[config.mk]
export PLATFORM = sky130hd
export DESIGN_NAME = esp_antireplay_sequence_engine
export DESIGN_NICKNAME = d
export VERILOG_FILES = /design/src/rtl/esp_ars_pkg.sv /design/src/rtl/esp_ars_apb_regs.sv /design/src/rtl/esp_ars_engine.sv /design/src/rtl/esp_antireplay_sequence_engine.sv
export VERILOG_INCLUDE_DIRS = /design/src /design/src/rtl
export SDC_FILE = /design/constraint.sdc
export NUM_CORES = 1
export LEC_CHECK = 0
export BUFFER_PORTS_ARGS = -buffer_cell sky130_fd_sc_hd__buf_4
export CORE_ASPECT_RATIO = 1.75
export CORE_MARGIN = 2
export CORE_UTILIZATION = 50
export DETAILED_ROUTE_END_ITERATION = 6
export PLACE_DENSITY = 0.66
export SETUP_SLACK_MARGIN = 0.02
export SLEW_MARGIN = 20
export SYNTH_ARGS = -nofsm -noshare
export SYNTH_HDL_FRONTEND = slang
export SYNTH_SLANG_ARGS = --single-unit
[constraint.sdc]
create_clock -name clk -period 4.9 [get_ports clk]
set_input_delay 0.245 -clock clk [delete_from_list [all_inputs] [get_ports clk]]
set_output_delay 0.245 -clock clk [all_outputs]
set_load 0.02 [all_outputs]
[src/rtl/assert_macros.svh]
// Assertion macros shared by the sequence engine RTL files.
`ifndef ASSERT_MACROS_SVH
`define ASSERT_MACROS_SVH

// Clocked implication check, disabled while reset is asserted.
`define ESP_ASSERT(label, prop, msg) \
    label: assert property (@(posedge clk) disable iff (!rst_n) (prop)) else $error(msg);

// Clocked check that is also evaluated during reset.
`define ESP_ASSERT_ALWAYS(label, prop, msg) \
    label: assert property (@(posedge clk) (prop)) else $error(msg);

`endif

[src/rtl/esp_ars_pkg.sv]
// Types, codes and constants of the ESP anti-replay sequence engine.
package esp_ars_pkg;

    // Width of the replay window in bits and of an index into it.
    localparam int WINDOW_BITS = 64;
    localparam int WIN_IDX_W   = $clog2(WINDOW_BITS);

    // Reset values of the configuration registers.
    localparam logic [15:0] MAX_ADVANCE_RESET     = 16'd16384;
    localparam logic [31:0] REKEY_THRESHOLD_RESET = 32'd1000000000;

    // Register indexes of the configuration port.
    localparam logic REG_MAX_ADVANCE     = 1'b0;
    localparam logic REG_REKEY_THRESHOLD = 1'b1;

    // Stream payload widths.
    localparam int S_TDATA_W = 104;
    localparam int M_TDATA_W = 72;

    typedef logic [WINDOW_BITS-1:0] window_t;

    // Item functions.
    typedef enum logic [2:0] {
        FN_RECV       = 3'd0,
        FN_SEND       = 3'd1,
        FN_RESYNC     = 3'd2,
        FN_RESET_RECV = 3'd3,
        FN_RESET_SEND = 3'd4
    } func_t;

    // Result status codes.
    typedef enum logic [2:0] {
        ST_ACCEPT  = 3'd0,
        ST_CONTROL = 3'd1,
        ST_RANGE   = 3'd2,
        ST_REPLAY  = 3'd3,
        ST_AUTH    = 3'd4,
        ST_DONE    = 3'd5
    } status_t;

    // Configuration register values.
    typedef struct packed {
        logic [15:0] max_advance;
        logic [31:0] rekey_threshold;
    } cfg_t;

    // One input item.
    typedef struct packed {
        logic [2:0]  func;
        logic [31:0] seq_number;
        logic        auth_ok;
        logic        control_frame;
        logic [31:0] peer_receive_seq;
        logic [31:0] peer_send_seq;
    } item_t;

    // One result item.
    typedef struct packed {
        status_t     status;
        logic [31:0] send_seq;
        logic        rekey_warning;
        logic [31:0] window_top;
    } result_t;

endpackage

[src/rtl/esp_ars_apb_regs.sv]
// APB configuration registers of the sequence engine.
module esp_ars_apb_regs (
    input  logic               clk,
    input  logic               rst_n,
    input  logic               psel,
    input  logic               penable,
    input  logic               pwrite,
    input  logic [2:0]         paddr,
    input  logic [31:0]        pwdata,
    output logic [31:0]        prdata,
    output logic               pready,
    output esp_ars_pkg::cfg_t  cfg
);

    logic [15:0] max_advance_reg;
    logic [31:0] rekey_threshold_reg;
    logic        wr_en;
    logic        reg_sel;

    assign pready  = 1'b1;
    assign reg_sel = paddr[2];
    assign wr_en   = psel && penable && pwrite && pready;

    // Register writes in the access phase.
    always_ff @(posedge clk or negedge rst_n)
    begin
        if (!rst_n)
        begin
            max_advance_reg     <= esp_ars_pkg::MAX_ADVANCE_RESET;
            rekey_threshold_reg <= esp_ars_pkg::REKEY_THRESHOLD_RESET;
        end
        else if (wr_en)
        begin
            case (reg_sel)
                esp_ars_pkg::REG_MAX_ADVANCE:     max_advance_reg     <= pwdata[15:0];
                esp_ars_pkg::REG_REKEY_THRESHOLD: rekey_threshold_reg <= pwdata;
                default:                          max_advance_reg     <= max_advance_reg;
            endcase
        end
    end

    // Read data.
    always_comb
    begin
        case (reg_sel)
            esp_ars_pkg::REG_MAX_ADVANCE:     prdata = {16'd0, max_advance_reg};
            esp_ars_pkg::REG_REKEY_THRESHOLD: prdata = rekey_threshold_reg;
            default:                          prdata = 32'd0;
        endcase
    end

    assign cfg.max_advance     = max_advance_reg;
    assign cfg.rekey_threshold = rekey_threshold_reg;

endmodule

[src/rtl/esp_ars_engine.sv]
// Sequence state and the combinational receive, send and resync logic.
`include "assert_macros.svh"

module esp_ars_engine (
    input  logic                  clk,
    input  logic                  rst_n,
    input  esp_ars_pkg::cfg_t     cfg,
    input  logic                  step,
    input  esp_ars_pkg::item_t    item,
    output esp_ars_pkg::result_t  res
);

    localparam logic [31:0] WIN_LIMIT = 32'(esp_ars_pkg::WINDOW_BITS);
    localparam esp_ars_pkg::window_t WIN_ONES = {esp_ars_pkg::WINDOW_BITS{1'b1}};
    localparam esp_ars_pkg::window_t WIN_ONE  = esp_ars_pkg::window_t'(1);

    logic [31:0]           top_reg, top_next;
    esp_ars_pkg::window_t  window_reg, window_next;
    logic [31:0]           send_reg, send_next;

    logic [31:0]           dist_fwd;
    logic [31:0]           dist_back;
    logic                  backward;
    logic [esp_ars_pkg::WIN_IDX_W-1:0] back_idx;
    esp_ars_pkg::window_t  win_shifted;
    logic [31:0]           send_inc;

    // Distances between the received number and the window top.
    assign dist_fwd    = item.seq_number - top_reg;
    assign dist_back   = top_reg - item.seq_number;
    assign backward    = (dist_fwd == 32'd0) || dist_fwd[31];
    assign back_idx    = dist_back[esp_ars_pkg::WIN_IDX_W-1:0];
    assign win_shifted = (dist_fwd >= WIN_LIMIT) ? '0
                       : (window_reg << dist_fwd[esp_ars_pkg::WIN_IDX_W-1:0]);

    // Next send number, skipping zero on wrap.
    assign send_inc = (send_reg == 32'hFFFF_FFFF) ? 32'd1 : (send_reg + 32'd1);

    // Item decode and state update.
    always_comb
    begin
        top_next          = top_reg;
        window_next       = window_reg;
        send_next         = send_reg;
        res.status        = esp_ars_pkg::ST_DONE;
        res.send_seq      = 32'd0;
        res.rekey_warning = 1'b0;
        case (item.func)
            esp_ars_pkg::FN_RECV:
            begin
                if (item.seq_number == 32'd0)
                begin
                    res.status = item.auth_ok ? esp_ars_pkg::ST_CONTROL : esp_ars_pkg::ST_AUTH;
                end
                else if (backward)
                begin
                    if (dist_back >= WIN_LIMIT)
                        res.status = esp_ars_pkg::ST_RANGE;
                    else if (window_reg[back_idx])
                        res.status = esp_ars_pkg::ST_REPLAY;
                    else if (!item.auth_ok)
                        res.status = esp_ars_pkg::ST_AUTH;
                    else
                    begin
                        window_next = window_reg | (WIN_ONE << back_idx);
                        res.status  = esp_ars_pkg::ST_ACCEPT;
                    end
                end
                else if (dist_fwd > {16'd0, cfg.max_advance})
                begin
                    res.status = esp_ars_pkg::ST_RANGE;
                end
                else if (!item.auth_ok)
                begin
                    res.status = esp_ars_pkg::ST_AUTH;
                end
                else
                begin
                    window_next = win_shifted | WIN_ONE;
                    top_next    = item.seq_number;
                    res.status  = esp_ars_pkg::ST_ACCEPT;
                end
            end
            esp_ars_pkg::FN_SEND:
            begin
                if (!item.control_frame)
                begin
                    send_next         = send_inc;
                    res.send_seq      = send_inc;
                    res.rekey_warning = send_inc > cfg.rekey_threshold;
                end
            end
            esp_ars_pkg::FN_RESYNC:
            begin
                send_next   = item.peer_receive_seq + 32'd1;
                window_next = WIN_ONES;
                top_next    = item.peer_send_seq;
            end
            esp_ars_pkg::FN_RESET_RECV:
            begin
                top_next    = 32'd0;
                window_next = WIN_ONES;
            end
            esp_ars_pkg::FN_RESET_SEND:
            begin
                send_next = 32'd0;
            end
            default:
            begin
                res.status = esp_ars_pkg::ST_DONE;
            end
        endcase
        res.window_top = top_next;
    end

    // State registers, updated once per processed item.
    always_ff @(posedge clk or negedge rst_n)
    begin
        if (!rst_n)
        begin
            top_reg    <= 32'd0;
            window_reg <= WIN_ONES;
            send_reg   <= 32'd0;
        end
        else if (step)
        begin
            top_reg    <= top_next;
            window_reg <= window_next;
            send_reg   <= send_next;
        end
    end

    // A rejected receive must leave the window untouched.
    `ESP_ASSERT(a_reject_keeps_state,
        step && (item.func == esp_ars_pkg::FN_RECV) &&
        ((res.status == esp_ars_pkg::ST_RANGE) || (res.status == esp_ars_pkg::ST_REPLAY) ||
         (res.status == esp_ars_pkg::ST_AUTH))
        |=> $stable(top_reg) && $stable(window_reg),
        "rejected receive changed the replay state")
    // A data send never hands out sequence zero.
    `ESP_ASSERT(a_send_nonzero,
        step && (item.func == esp_ars_pkg::FN_SEND) && !item.control_frame
        |-> (res.send_seq != 32'd0),
        "send item produced sequence zero")

endmodule

[src/rtl/esp_antireplay_sequence_engine.sv]
// Top level of the ESP anti-replay sequence engine.
//
// One security association. Items arrive on the s_ stream: s_tuser holds the
// function code, s_tdata the sequence number, verdict and resync values. Each
// item yields exactly one result transfer on the m_ stream: s_tuser-style
// status in m_tuser, outgoing number, rekey flag and window top in m_tdata.
// An accepted item lands in an input register; once the output register is free
// or being emptied, the check, window shift and counter update run in one pass
// and the result is stored in the output register, which drives m_tvalid.
// Throughput is one item per cycle while the receiver keeps m_tready high.
// When the receiver stalls, the output register holds its result, the input
// register keeps one more item and s_tready drops until m_tready returns.
// Reset clears the window top and send counter, fills the window with ones
// and loads the configuration defaults. Registers are written over APB
// (max_advance at 0x0, rekey_threshold at 0x4); the user must write them only
// while the stream is idle, as the block itself does not enforce it.
`include "assert_macros.svh"

module esp_antireplay_sequence_engine (
    input  logic        clk,
    input  logic        rst_n,
    // Input stream.
    input  logic        s_tvalid,
    output logic        s_tready,
    input  logic [103:0] s_tdata,  // seq_number[31:0], auth_ok[32], control_frame[33],
                                   // peer_receive_seq[65:34], peer_send_seq[97:66], zero pad
    input  logic [2:0]  s_tuser,   // func[2:0]
    // Result stream.
    output logic        m_tvalid,
    input  logic        m_tready,
    output logic [71:0] m_tdata,   // send_seq[31:0], rekey_warning[32], window_top[64:33],
                                   // zero pad
    output logic [2:0]  m_tuser,   // status[2:0]
    // Configuration port.
    input  logic        psel,
    input  logic        penable,
    input  logic        pwrite,
    input  logic [2:0]  paddr,
    input  logic [31:0] pwdata,
    output logic [31:0] prdata,
    output logic        pready
);

    esp_ars_pkg::cfg_t    cfg;
    esp_ars_pkg::item_t   in_reg;
    logic                 in_valid_reg;
    esp_ars_pkg::result_t res;
    esp_ars_pkg::result_t out_reg;
    logic                 out_valid_reg;
    logic                 step;
    logic                 in_xfer;

    // An item is processed when the output register is free or being emptied.
    assign step     = in_valid_reg && (!out_valid_reg || m_tready);
    assign s_tready = !in_valid_reg || step;
    assign in_xfer  = s_tvalid && s_tready;

    esp_ars_apb_regs u_regs (
        .clk     (clk),
        .rst_n   (rst_n),
        .psel    (psel),
        .penable (penable),
        .pwrite  (pwrite),
        .paddr   (paddr),
        .pwdata  (pwdata),
        .prdata  (prdata),
        .pready  (pready),
        .cfg     (cfg)
    );

    esp_ars_engine u_engine (
        .clk   (clk),
        .rst_n (rst_n),
        .cfg   (cfg),
        .step  (step),
        .item  (in_reg),
        .res   (res)
    );

    // Input register control.
    always_ff @(posedge clk or negedge rst_n)
    begin
        if (!rst_n)
            in_valid_reg <= 1'b0;
        else if (in_xfer)
            in_valid_reg <= 1'b1;
        else if (step)
            in_valid_reg <= 1'b0;
    end

    // Input payload capture.
    always_ff @(posedge clk)
    begin
        if (in_xfer)
        begin
            in_reg.func             <= s_tuser;
            in_reg.seq_number       <= s_tdata[31:0];
            in_reg.auth_ok          <= s_tdata[32];
            in_reg.control_frame    <= s_tdata[33];
            in_reg.peer_receive_seq <= s_tdata[65:34];
            in_reg.peer_send_seq    <= s_tdata[97:66];
        end
    end

    // Output register control.
    always_ff @(posedge clk or negedge rst_n)
    begin
        if (!rst_n)
            out_valid_reg <= 1'b0;
        else if (step)
            out_valid_reg <= 1'b1;
        else if (m_tready)
            out_valid_reg <= 1'b0;
    end

    // Result payload capture.
    always_ff @(posedge clk)
    begin
        if (step)
            out_reg <= res;
    end

    assign m_tvalid = out_valid_reg;
    assign m_tuser  = out_reg.status;
    assign m_tdata  = {7'd0, out_reg.window_top, out_reg.rekey_warning, out_reg.send_seq};

    // A full pipeline with a stalled receiver must refuse new input.
    `ESP_ASSERT(a_stall_blocks_input,
        in_valid_reg && out_valid_reg && !m_tready |-> !s_tready,
        "input accepted while both stages are full and stalled")

endmodule

# Yosys cells after proc, flatten, opt, wreduce, memory -nomap -nowiden
# Index checks and enable logic that the tools add are counted.
# totals
output_inout_bits	110
inputBits	149
register_bits	347
wordCells	96
# op_classes
n_eq_ne	12
reduce_logical	22
magnitude_cmp	5
addsub	4
muxes	31
n_bitwise	3
shift	2
# op_table
operator	count
two-way mux 64 bit	8
two-way mux 32 bit	6
one-hot mux 32 bit (3 select lines)	2
one-hot mux 64 bit (2 select lines)	1
adder 32 x 1 -> 32 bit (second input constant)	2
greater-or-equal comparator 32 x 7 -> 1 bit (second input constant)	2
zero test 32 bit	2
OR 64 bit	1
one-hot mux 32 bit (2 select lines)	1
left shift 1 x 6 -> 64 bit (first input constant)	1
left shift 64 x 6 -> 64 bit	1
subtractor 32 bit	2
equality test 32 bit (second input constant)	1
> comparator 32 x 16 -> 1 bit	1
> comparator 32 bit	1
two-way mux 3 bit	7
inequality test 3 x 2 -> 1 bit (second input constant)	3
AND reduction 8 bit	1
less-than comparator 6 x 7 -> 1 bit (second input constant)	1
binary-select mux 1 bit (select 6 bit)	1
equality test 3 x 2 -> 1 bit (second input constant)	2
inequality test 3 bit (second input constant)	2
nonzero test 2 bit	3
two-way mux 1 bit	5
other kinds (12)	22

# Logic depth before layout (Yosys ltp)
# depth
ltp_word	9
ltp_mapped	23
ltp_nobuf	23

# Hierarchy
# A second synthesis with hierarchy kept.
# hier_totals
hier_cells	2681
hier_area_um2	25234.2
# modules_own_cells
mod	seq_area_each_um2	n_inst	area_each_um2	cells_per_inst
esp_ars_engine	3283.1	1	17795.8	2356
esp_antireplay_sequence_engine	5124.9	1	5235.0	185
esp_ars_apb_regs	1218.7	1	2203.4	140

# Worst setup path before layout
# No wires, ideal clock.
# synth_path
path_type	reg-to-reg
start	register in_reg[66] in the netlist's numbering
end	register u_engine.window_reg[1]
arrival_time_ps	4389
required_time_ps	4818
slack_ps	429
setup_ps	82
stages_incl_launch_ff	22
synth_period_minus_slack_ps	4471
path_buffers	4
path_cell_list	edfxtp_1 inv_1 ha_1 inv_1 fa_1 xnor2_1 inv_2 buf_1 clkbuf_1 ha_1 o21a_1 o21a_1 o21a_1 o21ai_0 a21boi_0 o21a_1 nor2_1 a31oi_1 o21ai_1 buf_4 buf_12 mux2_4
# synth_between
elab_chain_len	9
elab_cells_between_ends	29
classes_between	add/sub: 2; order compare: 3; eq/ne: 6; shift: 2; mux: 11; bitwise: 1; reduce/logical: 4
# synth_rtl
element	line_no	text
from (decl)	esp_antireplay_sequence_engine.sv:45	esp_ars_pkg::item_t in_reg;
branches (longest 9 deep; another with subtractor 32 bit)	n/a	
to (signal assigned)	esp_ars_engine.sv:128	window_reg <= window_next;
to (decl)	esp_ars_engine.sv:18	esp_ars_pkg::window_t window_reg, window_next;
# Parallel ways; which one is timed is not known. The select of a mux whose other input is x is not followed.
# A chain may end at the register's enable or synchronous reset.

# Worst setup path in the final report
# layout_path
start	register u_engine.top_reg[0]
end	register u_engine.window_reg[41]
# layout_between
elab_chain_len	9
elab_cells_between_ends	27
classes_between	add/sub: 2; order compare: 3; eq/ne: 5; shift: 2; mux: 11; bitwise: 1; reduce/logical: 3
# layout_rtl
element	line_no	text
from (decl)	esp_ars_engine.sv:17	logic [31:0] top_reg, top_next;
from (signal assigned)	esp_ars_engine.sv:127	top_reg <= top_next;
branches (longest 9 deep; another with subtractor 32 bit)	n/a	
# Parallel ways; which one is timed is not known. The select of a mux whose other input is x is not followed.

==> flow_summary.yaml <==
critical_path:
  critical_path_depth: 14
  critPathSlowestCell: "fa_1"
  crit_family: "multiplexers"
  cp-end-kind: "register"
  critPathLaunch: "u_engine.top_reg[0]$_DFFE_PN0P_"
  ff2ff_setup_slack_ns: 0.16
  worst-path-max-fanout: 13
  required_ns: 5.40
  critPathArrivalTime_ns: 5.24
  r2r-end: "u_engine.window_reg[41]$_DFFE_PN1P_"
  cp_cell_sequence: "inv_1 -> ha_1 -> inv_1 -> fa_1 -> mux4_2 -> mux4_2 -> a22oi_1 -> nand2_1 -> nor3_1 -> nand4_1 -> o21ai_4 -> buf_4 -> buf_4 -> o221a_1"
  max_stage_delay_ns: 1.04
  worstSetupStartpointType: "register"
  reg2reg_depth: 14
  critPathBufInv: 4
  timing.rr.start: "u_engine.top_reg[0]$_DFFE_PN0P_"
  path_class: "reg2reg"
worst_hold_path:
  hp-class: "in2async"
clock_tree:
  clock_latency_ns: 0.57
  cts-root-buf: "clkbuf_16"
  cts_tree: "done"
  post-cts-setup-buffers: 0
  cts_max_level: 2
  cts_buffer_depth: 3
  cts_made_buffers: 36
  path_clk_slew_ns: 0.07
  clock_sinks: 347
power:
  power_density_nw_per_um2: 501.5
  ir_drop_mv: 0.3714
  leakage_nw: 12.72
  p_total_mw: 15.52
layout:
  area_growth_pct: 22.73
  utilization_pct: 62.22
  final_cells: 3685
  largest_register_ffs: 101
  drive_above_1_share_pct: 23.42
  final_cell_mix: "buf_4 (361), nand2_1 (221), nor2_1 (203)"
  final_common_cell: "buf_4"
  layout.nets: 3258
global_route:
  grt_pass1_wl_um: 149600
  grt_pass1_vias: 24250
  antenna_found_initial: 3
  overflow: 0
  grt_max_degree: 133
  grt_usage_pct: 38.06
placement:
  dp_hpwl_um: 73480
  place_inst: 3479
  place.gp.congestion: 1.004
  port_buffers: 242
sta:
  period_minus_slack_ns: 4.740
  period_share_pct: 96.73
  final_max_slew_viol_count: 0
  hold_viol: 0
  setup_tns_ns: 0
  fmax_ghz: 0.2110
  rsz0062_at_grt: "false"
  slew_headroom_pct: 25.97
  tightestPinTransition_ns: 1.102
  fin_worst_skew_ns: 0.01621
  setup-violations-final: 0
synth:
  synthArstFlopShare_pct: 51.30
  ys.flop_type: "edfxtp_1"
  synthDistinctLibCells: 88
  netlist_top_cells_area: "edfxtp_1 (20%), dfrtp_1 (9.9%), dfstp_2 (8.1%)"
  synth_cells: 2619
  synth_edf_count: 169
  yosysSeqAreaShare_pct: 38.19
  synth-warning-count: 0
  avgSynthCellArea_um2: 9.625
  syn_area_um2: 25210
  synth.ff_latch_count: 347
  yosys.area.top_type_share_pct: 20.13
  yosys.area.top_type: "edfxtp_1"
drt:
  first_pass_iters: 7
  vias: 23500
  ant_nets: 0
  viasPerCell: 6.378
  drt_wl_total_um: 99870
  drtIter0Drc: 2067
  wl_per_cell_um: 27.10
  drc_errors: 1
floorplan:
  die_w_um: 173.7
  die_h_um: 301.0
  ioPinCount: 259
  start_util_pct: 50.69
  rows: 108
  fp.coreArea_um2: 49730
  dieArea_um2: 52300
run:
  drv_cap: 0
status:
  status: "finished with violations"
  violations: "design-rule violations"
metrics by stage:
step                      hold WS (ns)  setup WS, ns  cell area (um2)
after global placement          0.2028        0.2178            28260
after CTS                       0.1876        0.2170            30880
final                           0.2058        0.1600            30940
after detailed placement        0.2107        0.2440            28260
after floorplan               -0.05059        0.4286            25230
after global routing            0.2379       0.03026            30940
cells in the mapped netlist, drive strengths merged, types with 9 or more instances:
master / number
nand2b: 16
a32oi: 35
clkbuf: 115
xor2: 43
a21o: 49
dfstp: 78
inv: 160
o221a: 25
ha: 112
mux4: 51
dfrtp: 100
and2: 35
nor4: 19
a21oi: 200
o31ai: 10
o211ai: 19
a31oi: 13
a211oi: 49
o21bai: 15
a221oi: 9
o21ai: 133
or2: 11
and3: 30
and4: 11
o21a: 50
nand3: 45
or3: 12
nor2: 204
nand2: 221
nand4: 41
mux2i: 79
mux2: 97
o2bb2ai: 64
nor3: 27
xnor2: 47
o221ai: 53
nor2b: 29
edfxtp: 169
buf: 62
layout make-up:
cell class	instances	area (um2)
fillers	4207	18790
multi-input cells	1939	14340
flip-flops and latches	347	9627
repair buffers	509	4284
clock buffers	45	965.9
well taps	660	825.8
inverters	162	608.1
clock inverters	21	285.3
diodes	2	5.005
cells by family (layout without fill, tap and decap cells):
group	after synthesis	count (layout)	share of synthesized area (%)
other	2	10	0.02979
multiplexers	227	227	12.09
XOR/XNOR	90	90	3.216
AO/OA/AOI/OAI	788	788	21.72
adder cells (fa/ha/maj)	114	114	5.718
flip-flops	347	347	38.19
buffers and inverters	339	737	5.569
AND/OR/NAND/NOR	712	712	13.47
worst max-delay path by stage:
stage	end	slack, ns
after floorplan	u_engine.window_reg[1]$_DFFE_PN1P_	0.43
after global placement	u_engine.window_reg[40]$_DFFE_PN1P_	0.22
after detailed placement	u_engine.window_reg[41]$_DFFE_PN1P_	0.24
after CTS	u_engine.window_reg[63]$_DFFE_PN1P_	0.22
after global routing	u_engine.window_reg[63]$_DFFE_PN1P_	0.03
final	u_engine.window_reg[41]$_DFFE_PN1P_	0.16
metal layers:
metal,up-vias,share of wire (%),track usage (%)
met5,-,0.018,0
met4,2,9.7,31.33
met3,387,6.6,7.487
met2,1159,50,65.71
met1,11440,34,40.15
li1,10510,-,-
report_power, final:
part | switching, mW | total [mW] | internal [mW]
Clock | 1.27 | 2.96 | 1.69
Sequential | 0.820 | 4.67 | 3.85
Combinational | 4.79 | 7.88 | 3.09
Total | 6.88 | 15.5 | 8.63
timing repair:
| item | in CTS | in global routing |
|---|---|---|
| endpoints found under the setup margin | 0 | 85 |
| gates resized for setup | 0 | 7 |
| hold buffers | 137 | 0 |
| endpoints found under the hold margin | 197 | 0 |
Note: power is estimated with default switching activity, not from simulation.
